File: src/sv/hglk_pkg.sv
`timescale 1ns / 1ps
// Shared types, constants and helpers for the high-pass gain limiter.
// No dependencies.
package hglk_pkg;

	localparam int LOOKAHEAD_LEN_DEF  = 64;
	localparam int ATTACK_FACTOR_DEF  = 32768;
	localparam int RECOVER_FACTOR_DEF = 66;

	localparam int IN_QUEUE_DEPTH = 4;
	localparam int CFG_IDX_W      = 4;
	localparam int CFG_DATA_W     = 18;
	localparam int LINE_W         = 26;

	localparam logic [16:0] UNITY_Q16 = 17'd65536;

	localparam logic [CFG_IDX_W-1:0] REG_HP_B0    = 4'd0;
	localparam logic [CFG_IDX_W-1:0] REG_HP_B1    = 4'd1;
	localparam logic [CFG_IDX_W-1:0] REG_HP_B2    = 4'd2;
	localparam logic [CFG_IDX_W-1:0] REG_HP_A1    = 4'd3;
	localparam logic [CFG_IDX_W-1:0] REG_HP_A2    = 4'd4;
	localparam logic [CFG_IDX_W-1:0] REG_GAIN_SEL = 4'd5;
	localparam logic [CFG_IDX_W-1:0] REG_CEILING  = 4'd6;
	localparam logic [CFG_IDX_W-1:0] REG_RELEASE  = 4'd7;

	typedef struct packed {
		logic signed [17:0] b0;
		logic signed [17:0] b1;
		logic signed [17:0] b2;
		logic signed [17:0] a1;
		logic signed [17:0] a2;
		logic [2:0]         gain_sel;
		logic [14:0]        ceiling;
		logic [15:0]        release_f;
	} cfg_t;

	function automatic logic signed [39:0] sat40(input logic signed [47:0] v);
		logic signed [39:0] r;
		if (v[47:39] != {9{v[47]}}) begin
			r = v[47] ? {1'b1, 39'd0} : {1'b0, {39{1'b1}}};
		end else begin
			r = v[39:0];
		end
		return r;
	endfunction

	function automatic logic [2:0] gain_shift(input logic [2:0] sel);
		logic [2:0] s;
		case (sel)
			3'd1: s = 3'd3;
			3'd2: s = 3'd5;
			3'd3: s = 3'd6;
			3'd4: s = 3'd7;
			default: s = 3'd0;
		endcase
		return s;
	endfunction

endpackage

File: src/sv/hglk_front.sv
`timescale 1ns / 1ps
// Input side: accepts samples and holds them in a short queue for the back end.
// Depends on hglk_pkg.
module hglk_front (
	input  logic               clk,
	input  logic               arst_n,
	input  logic               push,
	output logic               full,
	input  logic signed [15:0] mic_sample,
	output logic               q_valid,
	output logic signed [15:0] q_data,
	input  logic               q_pop
);
	import hglk_pkg::*;

	localparam int PW = $clog2(IN_QUEUE_DEPTH);

	logic signed [15:0] buf_q [IN_QUEUE_DEPTH];
	logic [PW-1:0] wr_q, rd_q;
	logic [PW:0]   cnt_q;
	logic          do_push, do_pop;

	assign full    = (cnt_q == (PW+1)'(IN_QUEUE_DEPTH));
	assign q_valid = (cnt_q != '0);
	assign q_data  = buf_q[rd_q];
	assign do_push = push && !full;
	assign do_pop  = q_pop && q_valid;

	always_ff @(posedge clk) begin
		if (do_push) begin
			buf_q[wr_q] <= mic_sample;
		end
	end

	always_ff @(posedge clk or negedge arst_n) begin
		if (!arst_n) begin
			wr_q  <= '0;
			rd_q  <= '0;
			cnt_q <= '0;
		end else begin
			if (do_push) wr_q <= wr_q + 1'b1;
			if (do_pop)  rd_q <= rd_q + 1'b1;
			case ({do_push, do_pop})
				2'b10: cnt_q <= cnt_q + 1'b1;
				2'b01: cnt_q <= cnt_q - 1'b1;
				default: cnt_q <= cnt_q;
			endcase
		end
	end
endmodule

File: config.mk
export PLATFORM = sky130hd
export DESIGN_NAME = hglk_front
export DESIGN_NICKNAME = d
export VERILOG_FILES = /design/src/sv/hglk_pkg.sv /design/src/sv/hglk_front.sv
export SDC_FILE = /design/constraint.sdc
export NUM_CORES = 1
export LEC_CHECK = 0
export ABC_AREA = 1
export BUFFER_PORTS_ARGS = -buffer_cell sky130_fd_sc_hd__clkbuf_2
export CELL_PAD_IN_SITES_DETAIL_PLACEMENT = 0
export CELL_PAD_IN_SITES_GLOBAL_PLACEMENT = 2
export CORE_MARGIN = 1.5
export CORE_UTILIZATION = 37
export CTS_BUF_LIST = sky130_fd_sc_hd__clkbuf_2
export DETAILED_ROUTE_END_ITERATION = 10
export HOLD_SLACK_MARGIN = 0.02
export PLACE_DENSITY = 0.88
export SLEW_MARGIN = 25
export SYNTH_ARGS = -nofsm -noshare
export SYNTH_HDL_FRONTEND = slang
export SYNTH_SLANG_ARGS = --single-unit
File: constraint.sdc
create_clock -name clk -period 1.9 [get_ports clk]
set_input_delay 0.19 -clock clk [delete_from_list [all_inputs] [get_ports clk]]
set_output_delay 0.19 -clock clk [all_outputs]
set_load 0.05 [all_outputs]
==> results.json, run 1 <==
{
  "status": "complete, no violations",
  "track_usage": 0.151,
  "worst-path-max-fanout": 8,
  "synthCells": 247,
  "antenna_found_initial": 0,
  "whs_endpoint": "buf_q[0][7]",
  "post-route-period-util": 0.997,
  "rsz0062_at_grt": "yes",
  "grt_pass1_vias": 2002,
  "final_cell_mix": "64 x edfxtp_1, 44 x inv_1, 40 x nand2_1",
  "fp.dieH_um": 95.9,
  "ff2ff_setup_slack_ns": 0.13,
  "htree_levels": 3,
  "setup_violations": 0,
  "whs_ns": 0.458,
  "rows": 33,
  "dp.cells": 391,
  "core_area_um2": 8300,
  "routabilityCongestion": 0.764,
  "ys_types": 18,
  "cts_tree": "done",
  "timing.rr.start": "cnt_q[0]",
  "die_x_um": 95.9,
  "syn_nets": 273,
  "drt_wl_total_um": 6790,
  "synthesis.area_um2": 3190,
  "vdd_drop_max_uv": 939,
  "endpoint_kind": "primary output",
  "fin_worst_skew_ns": 0.0136,
  "synthMuxAreaShare": 0,
  "grt_max_degree": 21,
  "arrival_ns": 1.70,
  "wl_per_cell_um": 15.4,
  "grt_pass1_wl_um": 9980,
  "synthToLayoutAreaGrowth_pct": 36.5,
  "path_clk_slew_ns": 0.18,
  "final_cells": 440,
  "cts_buffers": 9,
  "hold_path.class": "in -> reg",
  "max-clock-path-buffers": 2,
  "max_cap_violations": 0,
  "insertion_delay_ns": 0.48,
  "dpl.hpwl_um": 3780,
  "critPathKind": "reg -> out",
  "met3_usage": 0.0419,
  "vias_per_cell": 4.63,
  "synthTopCellsByArea": "edfxtp_1 60%, o211ai_2 13%, nand2_1 6.9%",
  "min-delay-start": "mic_sample[7]",
  "drtAntennaViolNets": 0,
  "power_density_nw_per_um2": 1770,
  "synth_top_area_cell": "edfxtp_1",
  "synth-seq-area-share": 0.656,
  "final_common_cell": "edfxtp_1",
  "nFillCells": 712,
  "ys_ff_latch": 71,
  "relSlewSlack": 0.768,
  "synth-simple-area-share": 0.101,
  "overflow": 0,
  "synth_xor_area_frac": 0.00274,
  "io_buffers": 37,
  "fmax_mhz": 528,
  "drtPass1Iterations": 4,
  "synth_top_family_by_area": "compound AO/OA/AOI/OAI gates",
  "worstMarginPinSlew_ns": 0.347,
  "drc_errors": 0,
  "clockRootBuffer": "clkbuf_2",
  "die-area_um2": 9200,
  "crit_required_ns": 1.71,
  "drv_slew": 0,
  "antenna_cells": 0,
  "power_leakage_nw": 1.89,
  "io_pins": 38,
  "cp-start-kind": "register",
  "grt_util_met1": 0.182,
  "reg2reg_depth": 8,
  "tns_ns": 0,
  "hold_viol": 0,
  "syn_avg_cell_area_um2": 12.9,
  "holdPathStages": 2,
  "worstReg2RegEnd": "cnt_q[1]",
  "yosys_warnings": 0,
  "grtUsageMet2": 0.248,
  "start_util": 0.385,
  "setup_ws_ns": 0.00584,
  "drtIter0Drc": 101,
  "final_cell_area_um2": 4360,
  "nets": 357,
  "via_count": 2037,
  "cts.sinks": 71,
  "placed_cell_area_um2": 3530,
  "pre_cts_slack_ns": 0.123,
  "gr-max-usage-layer": "met2",
  "synth_top_area_frac": 0.602,
  "drive_gt1_frac": 0.433,
  "synth_compound_area_frac": 0.127,
  "synth_adder_area_share": 0.0259,
  "period_needed_ns": 1.89
}
## sequential cells by signal, summed over array words and instances (netlist names)
| signal | cells |
|---|---|
| cnt_q | 3 |
| wr_q | 2 |
| buf_q | 64 |
| rd_q | 2 |
## metrics by stage
step            util  power (mW)
2_1_floorplan      -        4.71
3_3_place_gp   0.425        5.31
3_5_place_dp   0.425        5.37
4_1_cts        0.498        7.12
5_1_grt        0.525        8.14
6_report       0.525        7.71
## cell usage after synthesis, drive strengths merged
| master | n |
|---|---|
| buf | 10 |
| nand3 | 7 |
| nor2 | 4 |
| inv | 48 |
| o21ai | 1 |
| xnor2 | 1 |
| nand4 | 1 |
| ha | 5 |
| fa | 1 |
| nand2 | 66 |
| o211ai | 32 |
| edfxtp | 64 |
| dfrtp | 7 |
## report_power, final
group	switching [mW]	total, mW	internal [mW]	leakage (nW)
Clock	0.500	0.926	0.427	0.0792
Combinational	2.65	4.54	1.89	1.14
Sequential	0.168	2.24	2.07	0.670
## layer usage
layer,up-vias,share of wire
li1,1005,-
met1,985,0.45
met2,40,0.50
met3,7,0.034
met4,0,0.010
met5,-,0
## logic make-up after synthesis
kind of cell	Yosys count
and+or+nand+nor	78
adders and majority gates	6
DFF	71
buffers and inverters	58
xor gates and xnor gates	1
AOI/OAI and AO/OA	33
## final cells by class
type	count	area [µm²]	area share
clock buffer	10	50.0	0.0115
timing repair buffer	82	898	0.206
sequential	71	2100	0.481
multi-input combinational	118	907	0.208
tap	105	131	0.0301
timing repair inverter	1	8.76	0.00201
clock inverter	5	73.8	0.0169
inverter	48	193	0.0442
## repair_timing
| item | in CTS | in global routing |
|---|---|---|
| hold buffers | 20 | 0 |
| hold endpoints to repair | 75 | 0 |
| cloned | 2 | 9 |
| setup endpoints to repair | 16 | 17 |
| gates resized for setup | 43 | 41 |
| pin swaps | 1 | 14 |
| setup buffers | 4 | 1 |
## worst max-delay path, stage by stage (launching register included)
cell and delay [ns]:
dfrtp_2 0.53, inv_8 0.10, clkbuf_16 0.18, o211ai_2 0.17
nand2_2 0.09, buf_8 0.15
## worst max-delay path by stage
stage | start | to | slack [ns]
final | rd_q[0] | q_data[7] | 0.006
after global routing | rd_q[0] | q_data[7] | -0.1
after CTS | rd_q[0] | q_data[8] | -0.06
after detailed placement | cnt_q[0] | cnt_q[2] | 0.12
after global placement | cnt_q[0] | cnt_q[2] | 0.21
after floorplan | cnt_q[0] | cnt_q[1] | 0.05
Note: power is estimated with default switching activity, not from simulation.
==> run 2: changes to the inputs <==
--- a/config.mk
+++ b/config.mk
@@ -10,11 +10,12 @@
 export CELL_PAD_IN_SITES_DETAIL_PLACEMENT = 0
 export CELL_PAD_IN_SITES_GLOBAL_PLACEMENT = 2
 export CORE_MARGIN = 1.5
-export CORE_UTILIZATION = 37
+export CORE_UTILIZATION = 41
 export CTS_BUF_LIST = sky130_fd_sc_hd__clkbuf_2
+export CTS_CLUSTER_DIAMETER = 100
 export DETAILED_ROUTE_END_ITERATION = 10
 export HOLD_SLACK_MARGIN = 0.02
-export PLACE_DENSITY = 0.88
+export PLACE_DENSITY = 0.92
 export SLEW_MARGIN = 25
 export SYNTH_ARGS = -nofsm -noshare
 export SYNTH_HDL_FRONTEND = slang
==> constraint.sdc (replaced) <==
create_clock -name clk -period 2.05 [get_ports clk]
set_input_delay 0.205 -clock clk [delete_from_list [all_inputs] [get_ports clk]]
set_output_delay 0.205 -clock clk [all_outputs]
set_load 0.05 [all_outputs]
==> run 2 against run 1 <==
Against the previous run:
- total power shrank 21%
- via count shrank 4.1%
- critical path depth unchanged
- worst setup slack gained 0.097 ns
- register-to-register slack better by 0.16 ns
- largest cell class unchanged
- largest power group unchanged
- highest routed layer unchanged
==> results.json, run 2 (synthesis results as in run 1) <==
{
  "synthToLayoutAreaGrowth_pct": 23.7,
  "fin_worst_skew_ns": 0.0166,
  "hold_path.class": "in -> reg",
  "endpoint_kind": "primary output",
  "cts_tree": "done",
  "cp-start-kind": "register",
  "crit_family": "buffers and inverters",
  "antenna_found_initial": 0,
  "die-area_um2": 8330,
  "max-clock-path-buffers": 2,
  "nets": 344,
  "critPathKind": "reg -> out",
  "grt_pass1_vias": 1930,
  "final_cell_mix": "64 x edfxtp_1, 59 x nand2_1, 44 x inv_1",
  "max_stage_delay_ns": 0.44,
  "status": "complete, no violations",
  "start_util": 0.418,
  "crit_required_ns": 1.85,
  "post-route-period-util": 0.950,
  "routabilityCongestion": 0.716,
  "crit_slowest_cell": "dfrtp_1",
  "setup_violations": 0,
  "drtPass1Iterations": 4,
  "via_count": 1953,
  "gr-max-usage-layer": "met2",
  "antenna_cells": 0,
  "clockRootBuffer": "clkbuf_2",
  "grt_pass1_wl_um": 9200,
  "grt_max_degree": 40,
  "power_density_nw_per_um2": 1550,
  "rows": 32,
  "worstMarginPinSlew_ns": 0.407,
  "drtIter0Drc": 99,
  "period_needed_ns": 1.95,
  "top_register": "buf_q",
  "dpl.hpwl_um": 3500,
  "crit_chain": "inv_4, clkbuf_16, o211ai_2, nand2_1, buf_2",
  "drc_errors": 0,
  "arrival_ns": 1.74,
  "grt_util_met1": 0.180,
  "core_area_um2": 7650,
  "insertion_delay_ns": 0.53,
  "fp.dieH_um": 91.3,
  "placed_cell_area_um2": 3520,
  "htree_levels": 3,
  "cts.sinks": 71,
  "fmax_mhz": 513,
  "die_x_um": 91.3,
  "largest_reg_flops": 64,
  "largestRegisters": "buf_q (64), cnt_q (3)",
  "met3_usage": 0.0410,
  "vdd_drop_max_uv": 747,
  "max_cap_violations": 0,
  "drtAntennaViolNets": 0,
  "vias_per_cell": 4.60,
  "wl_per_cell_um": 13.3,
  "final_cell_area_um2": 3950,
  "io_pins": 38,
  "hold_viol": 0,
  "track_usage": 0.148,
  "path_clk_slew_ns": 0.19,
  "whs_ns": 0.420,
  "final_common_cell": "edfxtp_1",
  "drt_wl_total_um": 5660,
  "grtUsageMet2": 0.238,
  "overflow": 0,
  "power_leakage_nw": 1.73,
  "worst-path-max-fanout": 19,
  "path_buf_inv": 3,
  "dp.cells": 386,
  "drive_gt1_frac": 0.341,
  "relSlewSlack": 0.728,
  "cts_buffers": 9,
  "final_cells": 425,
  "tns_ns": 0,
  "io_buffers": 37,
  "drv_slew": 0
}
==> run 2: cell types whose count changed in the layout (fill, tap and decap cells not counted), sizes merged <==
cell and change:
buf -12, inv -1, clkbuf +2, bufinv +1, clkinv -2
==> run 2: per-stage QoR <==
step | utilization | worst slack [ns] | total power, mW
6_report | 0.517 | 0.103 | 6.11
3_3_place_gp | 0.460 | 0.351 | 4.90
3_5_place_dp | 0.460 | 0.278 | 4.95
2_1_floorplan | - | 0.202 | 4.37
4_1_cts | 0.508 | 0.00161 | 6.02
5_1_grt | 0.517 | -0.00724 | 6.49
==> run 2: cell type report <==
class / instances / area, µm²
inverter: 48 / 188
timing repair buffer: 70 / 561
fill: 674 / 3700
clock inverter: 4 / 93.8
sequential: 71 / 2100
tap: 102 / 128
multi-input combinational: 118 / 823
clock buffer: 12 / 60.1
==> run 2: report_power, final <==
part / switching [mW] / internal [mW]
clock: 0.473 / 0.538
combinational: 2.11 / 0.939
sequential: 0.128 / 1.92
==> run 2: repair_timing <==
| action | in CTS | in global routing |
|---|---|---|
| pin swaps | 0 | 0 |
| endpoints found under the hold margin | 75 | 0 |
| endpoints found under the setup margin | 7 | 16 |
| resized for setup | 4 | 15 |
| setup buffers | 0 | 1 |
| gates cloned | 0 | 2 |
| hold buffers | 20 | 0 |
==> run 2: worst paths after layout <==
kind	from	to	slack, ns	cells past startpoint
worst max register to register	cnt_q[2]	cnt_q[1]	0.29	8
worst min register to register	cnt_q[0]	cnt_q[0]	0.51	1
worst max-delay path	rd_q[0]	q_data[7]	0.10	5
min in group asynchronous	arst_n	cnt_q[2]	0.61	3
worst min-delay path	mic_sample[15]	buf_q[3][15]	0.42	2
max in group asynchronous	arst_n	rd_q[1]	1.17	3
==> run 2: layer usage <==
layer | part of all wire | vias to the layer above
met5 | 0 | -
met4 | 0.025 | 0
met3 | 0.039 | 13
met2 | 0.49 | 30
met1 | 0.45 | 934
li1 | - | 976
==> run 3: changes to the inputs <==
--- a/config.mk
+++ b/config.mk
@@ -15,7 +15,7 @@
 export CTS_CLUSTER_DIAMETER = 100
 export DETAILED_ROUTE_END_ITERATION = 10
 export HOLD_SLACK_MARGIN = 0.02
-export PLACE_DENSITY = 0.92
+export PLACE_DENSITY = 0.85
 export SLEW_MARGIN = 25
 export SYNTH_ARGS = -nofsm -noshare
 export SYNTH_HDL_FRONTEND = slang
==> run 3 against run 2 <==
Against the previous run:
- register-to-register slack lost 0.03 ns
- non-clock buffer count up 1
- die area unchanged
- sequential cell count stayed put
- maximum frequency is 0.76% higher
- critical path type unchanged
- critical endpoint is now q_data[14]
==> results.json, run 3 (synthesis results as in run 1) <==
{
  "drt_wl_total_um": 5660,
  "path_buf_inv": 3,
  "nets": 345,
  "critPathKind": "reg -> out",
  "post-route-period-util": 0.943,
  "worst-path-stages": 6,
  "largestRegisters": "buf_q (64), cnt_q (3)",
  "synthToLayoutAreaGrowth_pct": 20.8,
  "drc_errors": 0,
  "pre_cts_slack_ns": 0.278,
  "worstMarginPinSlew_ns": 0.475,
  "max_stage_delay_ns": 0.46,
  "reg2reg_depth": 10,
  "via_count": 1931,
  "drtAntennaViolNets": 0,
  "holdPathStages": 2,
  "io_pins": 38,
  "vdd_drop_max_uv": 679,
  "max-clock-path-buffers": 2,
  "start_util": 0.418,
  "core_area_um2": 7650,
  "min-delay-start": "mic_sample[1]",
  "post_cts_buffers": 0,
  "rows": 32,
  "fp.dieH_um": 91.3,
  "crit_top_cell": "nand2_1",
  "regArea_um2": 2100,
  "drtIter0Drc": 102,
  "vias_per_cell": 4.54,
  "hold_viol": 0,
  "fin_worst_skew_ns": 0.0165,
  "worst-path-max-fanout": 17,
  "fmax_mhz": 517,
  "grt_max_degree": 35,
  "multiInputGateArea_um2": 823,
  "crit_required_ns": 1.85,
  "max_cap_violations": 0,
  "endpoint_kind": "primary output",
  "crit_chain": "inv_4, clkbuf_16, nand2_1, o211ai_2, nand2_1, clkbuf_2",
  "drtPass1Iterations": 4,
  "period_needed_ns": 1.93,
  "grt_pass1_wl_um": 9180,
  "power_leakage_nw": 1.68,
  "clockRootBuffer": "clkbuf_2",
  "nFillCells": 685,
  "tns_ns": 0,
  "power_density_nw_per_um2": 1470,
  "routabilityCongestion": 0.711,
  "antenna_found_initial": 0,
  "arrival_ns": 1.73,
  "die_x_um": 91.3,
  "track_usage": 0.147,
  "htree_levels": 3,
  "relSlewSlack": 0.682,
  "top_register": "buf_q",
  "cts_tree": "done",
  "die-area_um2": 8330,
  "final_common_cell": "edfxtp_1",
  "overflow": 0,
  "hold_path.class": "in -> reg",
  "dpl.hpwl_um": 3630,
  "wl_per_cell_um": 13.3,
  "crit_slowest_cell": "dfrtp_1",
  "io_buffers": 37,
  "grt_pass1_vias": 1888,
  "antenna_cells": 0,
  "cp-start-kind": "register",
  "setup_ws_ns": 0.117,
  "cts_buffers": 9,
  "final_cell_mix": "64 x edfxtp_1, 59 x nand2_1, 44 x inv_1",
  "crit_start": "rd_q[0]",
  "path_clk_slew_ns": 0.19,
  "rsz0062_at_grt": "no",
  "setup_violations": 0,
  "status": "complete, no violations",
  "drive_gt1_frac": 0.328,
  "drv_slew": 0,
  "timing.rr.start": "cnt_q[0]",
  "cts.sinks": 71,
  "crit_family": "buffers and inverters",
  "insertion_delay_ns": 0.49,
  "largest_reg_flops": 64
}
## run 3: cell types whose count changed in the layout (fill, tap and decap cells not counted), sizes merged
cell / delta
buf: -5
clkinv: +4
bufinv: -3
clkbuf: +2
clkinvlp: +1
dlygate4sd3: +1
## run 3: final timing paths
check | to | slack (ns)
max | q_data[14] | 0.12
min | buf_q[2][1] | 0.46
max reg2reg | cnt_q[2] | 0.26
min reg2reg | cnt_q[0] | 0.50
max in group asynchronous | cnt_q[0] | 0.73
min in group asynchronous | cnt_q[2] | 0.57
## run 3: metal layers
| metal | vias to the layer above | routed length (µm) | track usage |
|---|---|---|---|
| li1 | 977 | - | - |
| met1 | 917 | 2590 | 0.192 |
| met2 | 28 | 2740 | 0.229 |
| met3 | 9 | 225 | 0.0436 |
| met4 | 0 | 104 | 0.0625 |
| met5 | - | 0 | 0 |
## run 3: power by group
| group | switching (mW) | total (mW) | internal (mW) |
|---|---|---|---|
| clock | 0.469 | 0.605 | 0.137 |
| sequential | 0.131 | 2.05 | 1.92 |
| combinational | 2.09 | 3.00 | 0.905 |
| total | 2.69 | 5.66 | 2.96 |
## run 3: stage by stage
stage | instance area [µm²] | power (mW) | instances | hold slack, ns | util
2_1_floorplan | 3200 | 4.37 | 247 | -0.0906 | -
3_3_place_gp | 3540 | 4.98 | 388 | 0.0594 | 0.463
3_5_place_dp | 3540 | 5.02 | 388 | 0.0571 | 0.463
4_1_cts | 3830 | 5.65 | 424 | 0.424 | 0.500
5_1_grt | 3860 | 6.04 | 425 | 0.426 | 0.505
6_report | 3860 | 5.66 | 425 | 0.462 | 0.505
## run 3: final cells by class
type / count / area share
sequential: 71 / 0.543
multi-input combinational: 118 / 0.213
timing repair buffer: 71 / 0.143
inverter: 48 / 0.0486
tap: 102 / 0.0331
clock buffer: 9 / 0.0117
clock inverter: 6 / 0.00746
## run 3: repair_timing
| item | 4_1_cts | 5_1_grt |
|---|---|---|
| endpoints found under the setup margin | 0 | 11 |
| endpoints found under the hold margin | 75 | 0 |
| hold buffers | 21 | 0 |
| gates resized for setup | 0 | 9 |
